--- src/hw/rtl/hsfd_pkg.sv ---
// hsfd_pkg: shared types and constants for the header sync frame deframer.
// No dependencies; imported by every hsfd module and the top level.
package hsfd_pkg;

    localparam int BYTE_W    = 8;
    localparam int WORD_W    = 32;
    localparam int IDX_W     = 4;
    localparam int CFG_IDX_W = 2;

    // frame layout offsets, counted from the header byte
    localparam int KEY_OFS     = 6;
    localparam int MARK1_OFS   = 14;
    localparam int MARK2_OFS   = 15;
    localparam int PAYLOAD_OFS = 16;

    typedef logic [BYTE_W-1:0]    byte_t;
    typedef logic [WORD_W-1:0]    word_t;
    typedef logic [IDX_W-1:0]     word_idx_t;
    typedef logic [CFG_IDX_W-1:0] cfg_idx_t;

    // configuration register indexes
    localparam cfg_idx_t CFG_HEADER_BYTE   = 2'd0;
    localparam cfg_idx_t CFG_MARKER_FIRST  = 2'd1;
    localparam cfg_idx_t CFG_MARKER_SECOND = 2'd2;

    localparam byte_t HEADER_BYTE_RST   = 8'hAA;
    localparam byte_t MARKER_FIRST_RST  = 8'h10;
    localparam byte_t MARKER_SECOND_RST = 8'h01;

endpackage

--- src/hw/rtl/hsfd_cell.sv ---
// hsfd_cell: one byte cell of the receive window shift line.
// Depends on hsfd_pkg for byte_t.
module hsfd_cell
    import hsfd_pkg::*;
(
    input  logic  clk,
    input  logic  shift_en,
    input  byte_t din,
    output byte_t dout
);

    byte_t data_reg;

    always_ff @(posedge clk)
    begin
        if (shift_en)
        begin
            data_reg <= din;
        end
    end

    assign dout = data_reg;

endmodule

--- src/hw/rtl/hsfd_drain.sv ---
// hsfd_drain: holds the descrambled words of one frame and hands them out
// one per transaction as a shifting chain of word registers.
// Depends on hsfd_pkg.
module hsfd_drain
    import hsfd_pkg::*;
#(
    parameter int NUM_WORDS = 10
)
(
    input  logic      clk,
    input  logic      rst_n,
    input  logic      load,
    input  word_t     load_words [NUM_WORDS],
    input  logic      out_ready,
    output logic      out_valid,
    output word_idx_t word_index,
    output word_t     word_value,
    output logic      last_word,
    output logic      busy
);

    localparam int LEFT_W = $clog2(NUM_WORDS + 1);
    localparam logic [LEFT_W-1:0] LEFT_FULL = LEFT_W'(NUM_WORDS);
    localparam logic [LEFT_W-1:0] LEFT_ONE  = LEFT_W'(1);

    word_t             word_reg [NUM_WORDS];
    logic [LEFT_W-1:0] left_reg;
    logic [LEFT_W-1:0] left_next;
    word_idx_t         idx_reg;
    word_idx_t         idx_next;
    logic              out_fire;

    assign out_valid  = (left_reg != '0);
    assign out_fire   = out_valid && out_ready;
    assign busy       = out_valid;
    assign word_value = word_reg[0];
    assign word_index = idx_reg;
    assign last_word  = (left_reg == LEFT_ONE);

    always_comb
    begin
        left_next = left_reg;
        idx_next  = idx_reg;
        if (load)
        begin
            left_next = LEFT_FULL;
            idx_next  = '0;
        end
        else if (out_fire)
        begin
            left_next = left_reg - LEFT_ONE;
            idx_next  = idx_reg + word_idx_t'(1);
        end
    end

    always_ff @(posedge clk or negedge rst_n)
    begin
        if (!rst_n)
        begin
            left_reg <= '0;
            idx_reg  <= '0;
        end
        else
        begin
            left_reg <= left_next;
            idx_reg  <= idx_next;
        end
    end

    always_ff @(posedge clk)
    begin
        if (load)
        begin
            for (int i = 0; i < NUM_WORDS; i++)
            begin
                word_reg[i] <= load_words[i];
            end
        end
        else if (out_fire)
        begin
            for (int i = 0; i < NUM_WORDS - 1; i++)
            begin
                word_reg[i] <= word_reg[i + 1];
            end
        end
    end

    // a new frame never lands on words still waiting
    a_load_idle: assert property (@(posedge clk) disable iff (!rst_n)
        load |-> !busy)
        else $error("frame loaded while words pending");

    // the flagged word is always the final index
    a_last_idx: assert property (@(posedge clk) disable iff (!rst_n)
        (out_valid && last_word) |-> (word_index == word_idx_t'(NUM_WORDS - 1)))
        else $error("last word at wrong index");

    // after a load the full frame follows, starting at index zero
    a_load_start: assert property (@(posedge clk) disable iff (!rst_n)
        load |=> (out_valid && word_index == '0 && left_reg == LEFT_FULL))
        else $error("drain did not start a fresh frame");

endmodule

--- src/hw/rtl/header_sync_frame_deframer_top.sv ---
// header_sync_frame_deframer_top: frame hunt over a byte window, word output.
// Depends on hsfd_pkg, hsfd_cell and hsfd_drain.
//
// Usage:
//   Input channel in_valid/in_ready carries one received byte (rx_byte) per
//   transaction. The window is a line of FRAME_LEN byte cells; each accepted
//   byte shifts in at the far end. Once FRAME_LEN bytes are held, every byte
//   checks header and marker bytes of the window it completes.
//   On a match the NUM_WORDS descrambled words are loaded into the word chain
//   at the same edge, and the window count drops to empty.
//   Output channel out_valid/out_ready gives word_index, word_value and
//   last_word, one word per transaction.
//   Latency: first word is valid in the cycle after the completing byte is
//   accepted; words follow one per cycle while out_ready is high.
//   Throughput: one byte per cycle, set by the per-byte shift of the
//   cell line. A byte that could complete a frame is held off (in_ready low)
//   only while words of the previous frame are still waiting in the chain.
//   Configuration: cfg_we writes cfg_data into register cfg_index at once.
//   Reset: window count empty, word chain empty, registers to defaults.
module header_sync_frame_deframer_top
    import hsfd_pkg::*;
#(
    parameter int FRAME_LEN = 58,
    parameter int NUM_WORDS = 10
)
(
    input  logic      clk,
    input  logic      rst_n,
    input  logic      cfg_we,
    input  cfg_idx_t  cfg_index,
    input  byte_t     cfg_data,
    input  logic      in_valid,
    output logic      in_ready,
    input  byte_t     rx_byte,
    output logic      out_valid,
    input  logic      out_ready,
    output word_idx_t word_index,
    output word_t     word_value,
    output logic      last_word
);

    localparam int CNT_W = $clog2(FRAME_LEN);
    localparam logic [CNT_W-1:0] LAST_POS = CNT_W'(FRAME_LEN - 1);
    localparam logic [CNT_W-1:0] CNT_ONE  = CNT_W'(1);

    byte_t            header_reg;
    byte_t            marker1_reg;
    byte_t            marker2_reg;
    logic [CNT_W-1:0] fill_reg;
    logic [CNT_W-1:0] fill_next;

    byte_t win_q    [FRAME_LEN];
    byte_t win_next [FRAME_LEN];
    word_t frame_words [NUM_WORDS];
    byte_t key;
    logic  in_fire;
    logic  window_full;
    logic  match;
    logic  drain_busy;

    always_ff @(posedge clk or negedge rst_n)
    begin
        if (!rst_n)
        begin
            header_reg  <= HEADER_BYTE_RST;
            marker1_reg <= MARKER_FIRST_RST;
            marker2_reg <= MARKER_SECOND_RST;
        end
        else if (cfg_we)
        begin
            case (cfg_index)
                CFG_HEADER_BYTE:   header_reg  <= cfg_data;
                CFG_MARKER_FIRST:  marker1_reg <= cfg_data;
                CFG_MARKER_SECOND: marker2_reg <= cfg_data;
                default:           ;
            endcase
        end
    end

    // window line: oldest byte at cell 0, new byte enters the last cell
    genvar gi;
    generate
        for (gi = 0; gi < FRAME_LEN; gi++)
        begin : g_win
            if (gi == FRAME_LEN - 1)
            begin : g_tail
                assign win_next[gi] = rx_byte;
            end
            else
            begin : g_body
                assign win_next[gi] = win_q[gi + 1];
            end

            hsfd_cell u_cell (
                .clk      (clk),
                .shift_en (in_fire),
                .din      (win_next[gi]),
                .dout     (win_q[gi])
            );
        end
    endgenerate

    // match is judged on the window as it stands after this byte
    assign window_full = (fill_reg == LAST_POS);
    assign key         = win_next[KEY_OFS];
    assign match       = window_full
                      && (win_next[0] == header_reg)
                      && (win_next[MARK1_OFS] == marker1_reg)
                      && (win_next[MARK2_OFS] == marker2_reg);

    genvar gk, gj;
    generate
        for (gk = 0; gk < NUM_WORDS; gk++)
        begin : g_word
            for (gj = 0; gj < 4; gj++)
            begin : g_byte
                localparam int OFS = PAYLOAD_OFS + 4 * gk + gj;
                if (OFS < FRAME_LEN)
                begin : g_in
                    assign frame_words[gk][BYTE_W*gj +: BYTE_W] = win_next[OFS] ^ key;
                end
                else
                begin : g_past
                    // bytes past the frame end read as zero before the key is applied
                    assign frame_words[gk][BYTE_W*gj +: BYTE_W] = key;
                end
            end
        end
    endgenerate

    assign in_ready = !(window_full && drain_busy);
    assign in_fire  = in_valid && in_ready;

    always_comb
    begin
        fill_next = fill_reg;
        if (in_fire)
        begin
            if (!window_full)
            begin
                fill_next = fill_reg + CNT_ONE;
            end
            else if (match)
            begin
                fill_next = '0;
            end
        end
    end

    always_ff @(posedge clk or negedge rst_n)
    begin
        if (!rst_n)
        begin
            fill_reg <= '0;
        end
        else
        begin
            fill_reg <= fill_next;
        end
    end

    hsfd_drain #(
        .NUM_WORDS (NUM_WORDS)
    ) u_drain (
        .clk        (clk),
        .rst_n      (rst_n),
        .load       (in_fire && match),
        .load_words (frame_words),
        .out_ready  (out_ready),
        .out_valid  (out_valid),
        .word_index (word_index),
        .word_value (word_value),
        .last_word  (last_word),
        .busy       (drain_busy)
    );

    // a matched frame shows its first word on the next cycle
    a_match_out: assert property (@(posedge clk) disable iff (!rst_n)
        (in_fire && match) |=> (out_valid && word_index == '0))
        else $error("matched frame produced no output");

    // a match always empties the window
    a_match_clear: assert property (@(posedge clk) disable iff (!rst_n)
        (in_fire && match) |=> (fill_reg == '0))
        else $error("window not emptied after frame");

    // the input is only held off by pending words at a full window
    a_stall_cause: assert property (@(posedge clk) disable iff (!rst_n)
        !in_ready |-> (drain_busy && fill_reg == LAST_POS))
        else $error("input stalled without cause");

    // fill count stays inside the window
    a_fill_range: assert property (@(posedge clk) disable iff (!rst_n)
        fill_reg <= LAST_POS)
        else $error("fill count out of range");

endmodule

--- config.mk ---
export PLATFORM = sky130hd
export DESIGN_NAME = header_sync_frame_deframer_top
export DESIGN_NICKNAME = d
export VERILOG_FILES = /design/src/hw/rtl/hsfd_pkg.sv /design/src/hw/rtl/hsfd_cell.sv /design/src/hw/rtl/hsfd_drain.sv /design/src/hw/rtl/header_sync_frame_deframer_top.sv
export SDC_FILE = /design/constraint.sdc
export NUM_CORES = 1
export LEC_CHECK = 0
export ABC_CLOCK_PERIOD_IN_PS = 17290
export CORE_AREA = 3 3 278 280
export DETAILED_ROUTE_END_ITERATION = 8
export DIE_AREA = 0 0 281 283
export DONT_BUFFER_PORTS = 1
export MAX_ROUTING_LAYER = met4
export PLACE_DENSITY = 0.62
export SLEW_MARGIN = 20
export SYNTH_ARGS = -nofsm -noshare
export SYNTH_HDL_FRONTEND = slang
export SYNTH_SLANG_ARGS = --single-unit
--- constraint.sdc ---
create_clock -name clk -period 17.29 [get_ports clk]
set_clock_uncertainty 0.05 [all_clocks]
set_input_delay 0.8645 -clock clk [delete_from_list [all_inputs] [get_ports clk]]
set_output_delay 0.8645 -clock clk [all_outputs]
set_load 0.1 [all_outputs]
==> results.py <==
metrics = {
    "timing": {
        "max_slew_margin_pct": 28.78,
        "worstMarginPinSlew_ns": 1.068,
        "setup_viol": 0,
        "max_freq_mhz": 218.3,
        "fin_crit_sh_pct": 26.49,
        "drv_slew": 0,
        "rsz0062_at_grt": "false",
        "whs_ns": 0.2938,
        "min_period_ns": 4.580,
        "finalHoldViolCount": 0,
        "fin_setup_tns_ns": 0,
    },
    "route": {
        "wl_per_cell_um": 15.62,
        "initialDrtViolationCount": 1095,
        "drt_first_pass_iters": 4,
        "via_per_inst": 4.747,
        "drcViolationCount": 0,
        "ant_nets": 0,
        "via_count": 14220,
        "routed_wl_mm": 46.79,
    },
    "pwr": {
        "p_per_area_mw_per_mm2": 125.9,
        "p_leak_nw": 10.78,
        "vdd_drop_max_mv": 0.07102,
    },
    "cts": {
        "cts.sinks": 814,
        "cts_buffers": 83,
        "ctsResizeCount": 0,
        "insertion_delay_ns": 0.61,
        "cts-root-buf": "clkbuf_16",
        "ctsLongestPathBuffers": 3,
        "clkSlewWorstSetupHoldPaths_ns": 0.06,
        "cts_tree": "built",
        "htreeDepth": 3,
    },
    "synthesis": {
        "synthArstFlopShare_pct": 4.668,
        "synth.avg_cell_area_um2": 16.02,
        "synth_area_mm2": 0.03133,
        "ys_seq_area_share_pct": 77.45,
        "ys_top_cells_by_area": "edfxtp_1 74%, xnor2_1 8.5%, o21ai_1 3.7%",
        "synthFlopType": "edfxtp_1",
        "synth-edff-count": 776,
        "syn_nets": 1985,
        "synth.top_cell.area_share_pct": 74.39,
        "synth_seq_cells": 814,
        "synthDistinctLibCells": 42,
        "synthCells": 1956,
        "synth_top_area_cell": "edfxtp_1",
        "yosys_warnings": 0,
    },
    "worst_setup_path": {
        "start_kind": "flop",
        "end_kind": "flop",
        "r2r_slack_ns": 12.71,
        "max_stage_delay_ns": 0.90,
        "worst_r2r_path_depth": 9,
        "critical_path.top_delay_family": "buffers and inverters",
        "crit_type": "reg2reg",
        "arrival_ns": 4.84,
        "cp_cell_sequence": "inv_1 -> ha_1 -> nor3b_2 -> inv_2 -> and2_4 -> buf_12 -> buf_16 -> buf_4 -> o21ai_0",
        "cp.depth": 9,
        "path_max_fanout": 205,
        "cp_num_buf_inv": 5,
        "cp.required_ns": 17.55,
        "critPathSlowestCell": "buf_4",
    },
    "global_route": {
        "antenna_found_initial": 1,
        "track_usage_pct": 12.13,
        "grt_pass1_vias": 14330,
        "grt_pass1_wl_mm": 76.78,
        "overflow": 0,
        "grt_max_degree": 286,
    },
    "die": {
        "io_pins": 62,
        "core_mm2": 0.07470,
        "initial_core_util_pct": 41.94,
        "die-area_mm2": 0.07952,
        "die-width_um": 281,
        "die_h_um": 283,
        "row_count": 100,
    },
    "finish": {
        "design_area_mm2": 0.03488,
        "finalNetCount": 1985,
        "largest_reg_flops": 456,
        "area_growth_pct": 11.33,
        "layout-drive-gt1-share_pct": 8.889,
    },
    "place": {
        "io_buffers": 0,
        "dp_hpwl_mm": 24.44,
        "place_area_mm2": 0.03210,
        "routabilityCongestion": 0.7724,
    },
    "hold_path": {
        "holdPathStages": 0,
        "min_path_type": "in2reg",
    },
    "flow_run": {
        "maxCapViolations": 0,
    },
    "status": {
        "status": "finished, final reports clean",
    },
}
==> synthesized netlist by cell type, types with 2 or more instances <==
cell type / n
edfxtp_1: 776
xnor2_1: 305
nand2_1: 303
o21ai_1: 229
o21ai_0: 68
clkbuf_1: 59
xor2_1: 41
buf_6: 32
dfrtp_1: 32
mux2_2: 24
buf_2: 11
nand4_1: 8
dfstp_2: 6
ha_1: 6
inv_1: 4
nand3_1: 4
nor3b_1: 4
nor4_1: 4
o311ai_1: 4
a31oi_1: 3
buf_1: 3
nor2_1: 3
and2_1: 2
and4b_1: 2
nand2b_1: 2
nand3b_1: 2
nand4b_1: 2
nor3b_2: 2
o31ai_1: 2
==> worst reg2reg max path: stages, from the launching register on <==
cell and delay (ns):
dfrtp_1 0.40, inv_1 0.08, ha_1 0.19, nor3b_2 0.19
inv_2 0.39, and2_4 0.79, buf_12 0.42, buf_16 0.58
buf_4 0.95, o21ai_0 0.25
==> logic make-up (layout without fill, tap and decap cells) <==
logic type | count (synthesis) | count (layout) | synth area share, %
buf+inv | 111 | 180 | 2.145
other cells | 0 | 1 | 0
xor+xnor | 346 | 346 | 9.674
simple gates | 347 | 347 | 4.613
fa+ha+maj | 6 | 6 | 0.2396
flops | 814 | 814 | 77.45
compound gates | 308 | 308 | 5.021
mux | 24 | 24 | 0.8627
==> through the flow <==
step	power, mW	worst slack [ns]	util (%)	instances
finish	4.391	12.71	46.69	2995
detailed placement	2.692	12.73	42.97	2836
floorplan	2.673	4.171	-	1956
global placement	2.678	12.80	42.97	2836
CTS	4.460	12.73	46.61	2992
global route	4.583	12.23	46.69	2995
==> per-layer routing <==
| metal | GRT usage, % | part of all wire (%) | up-vias |
|---|---|---|---|
| met3 | 2.824 | 4.4 | 78 |
| met5 | - | 0 | - |
| met1 | 16.77 | 48 | 6850 |
| li1 | - | - | 7058 |
| met2 | 17.69 | 45 | 230 |
| met4 | 4.245 | 2.2 | 0 |
==> cells in the final DEF, fill, tap and decap left out, types with 7 or more instances in the layout <==
cell type	instances
edfxtp_1	776
xnor2_1	305
nand2_1	303
o21ai_1	229
clkbuf_16	87
o21ai_0	68
xor2_1	41
dfrtp_1	32
mux2_2	24
clkinv_1	19
clkbuf_1	16
clkinv_2	15
buf_4	12
nand4_1	8
bufinv_16	7
==> where the power goes <==
part | internal [mW] | leakage [nW] | total, mW | switching, mW
Sequential | 2.30 | 7.61 | 2.37 | 0.0671
Combinational | 0.0990 | 1.85 | 0.280 | 0.181
Clock | 1.03 | 1.31 | 1.74 | 0.716
==> worst paths after layout <==
check	start	endpoint
min in group asynchronous	rst_n	marker2_reg[5]
setup / recovery	u_drain.left_reg[0]	u_drain.word_reg[8][21]
setup reg to reg	u_drain.left_reg[0]	u_drain.word_reg[8][21]
max in group asynchronous	rst_n	header_reg[7]
hold / removal	rx_byte[3]	g_win[57].u_cell.dout[3]
hold reg to reg	g_win[6].u_cell.dout[4]	g_win[5].u_cell.dout[4]
==> repair_timing <==
action,4_1_cts,5_1_grt
buffers inserted,0,0
hold buffers,2,0
endpoints found under the hold margin,38,0
==> final cells by class <==
cell class,count,area (µm²)
inverters,5,18.77
diodes,1,2.502
clock buffers,104,2240
repair buffers,21,280.3
multi-input cells,1031,6409
fillers,6312,39820
flip-flops and latches,814,24260
clock inverters,50,452.9
well taps,969,1212
Note: power is estimated with default switching activity, not from simulation.
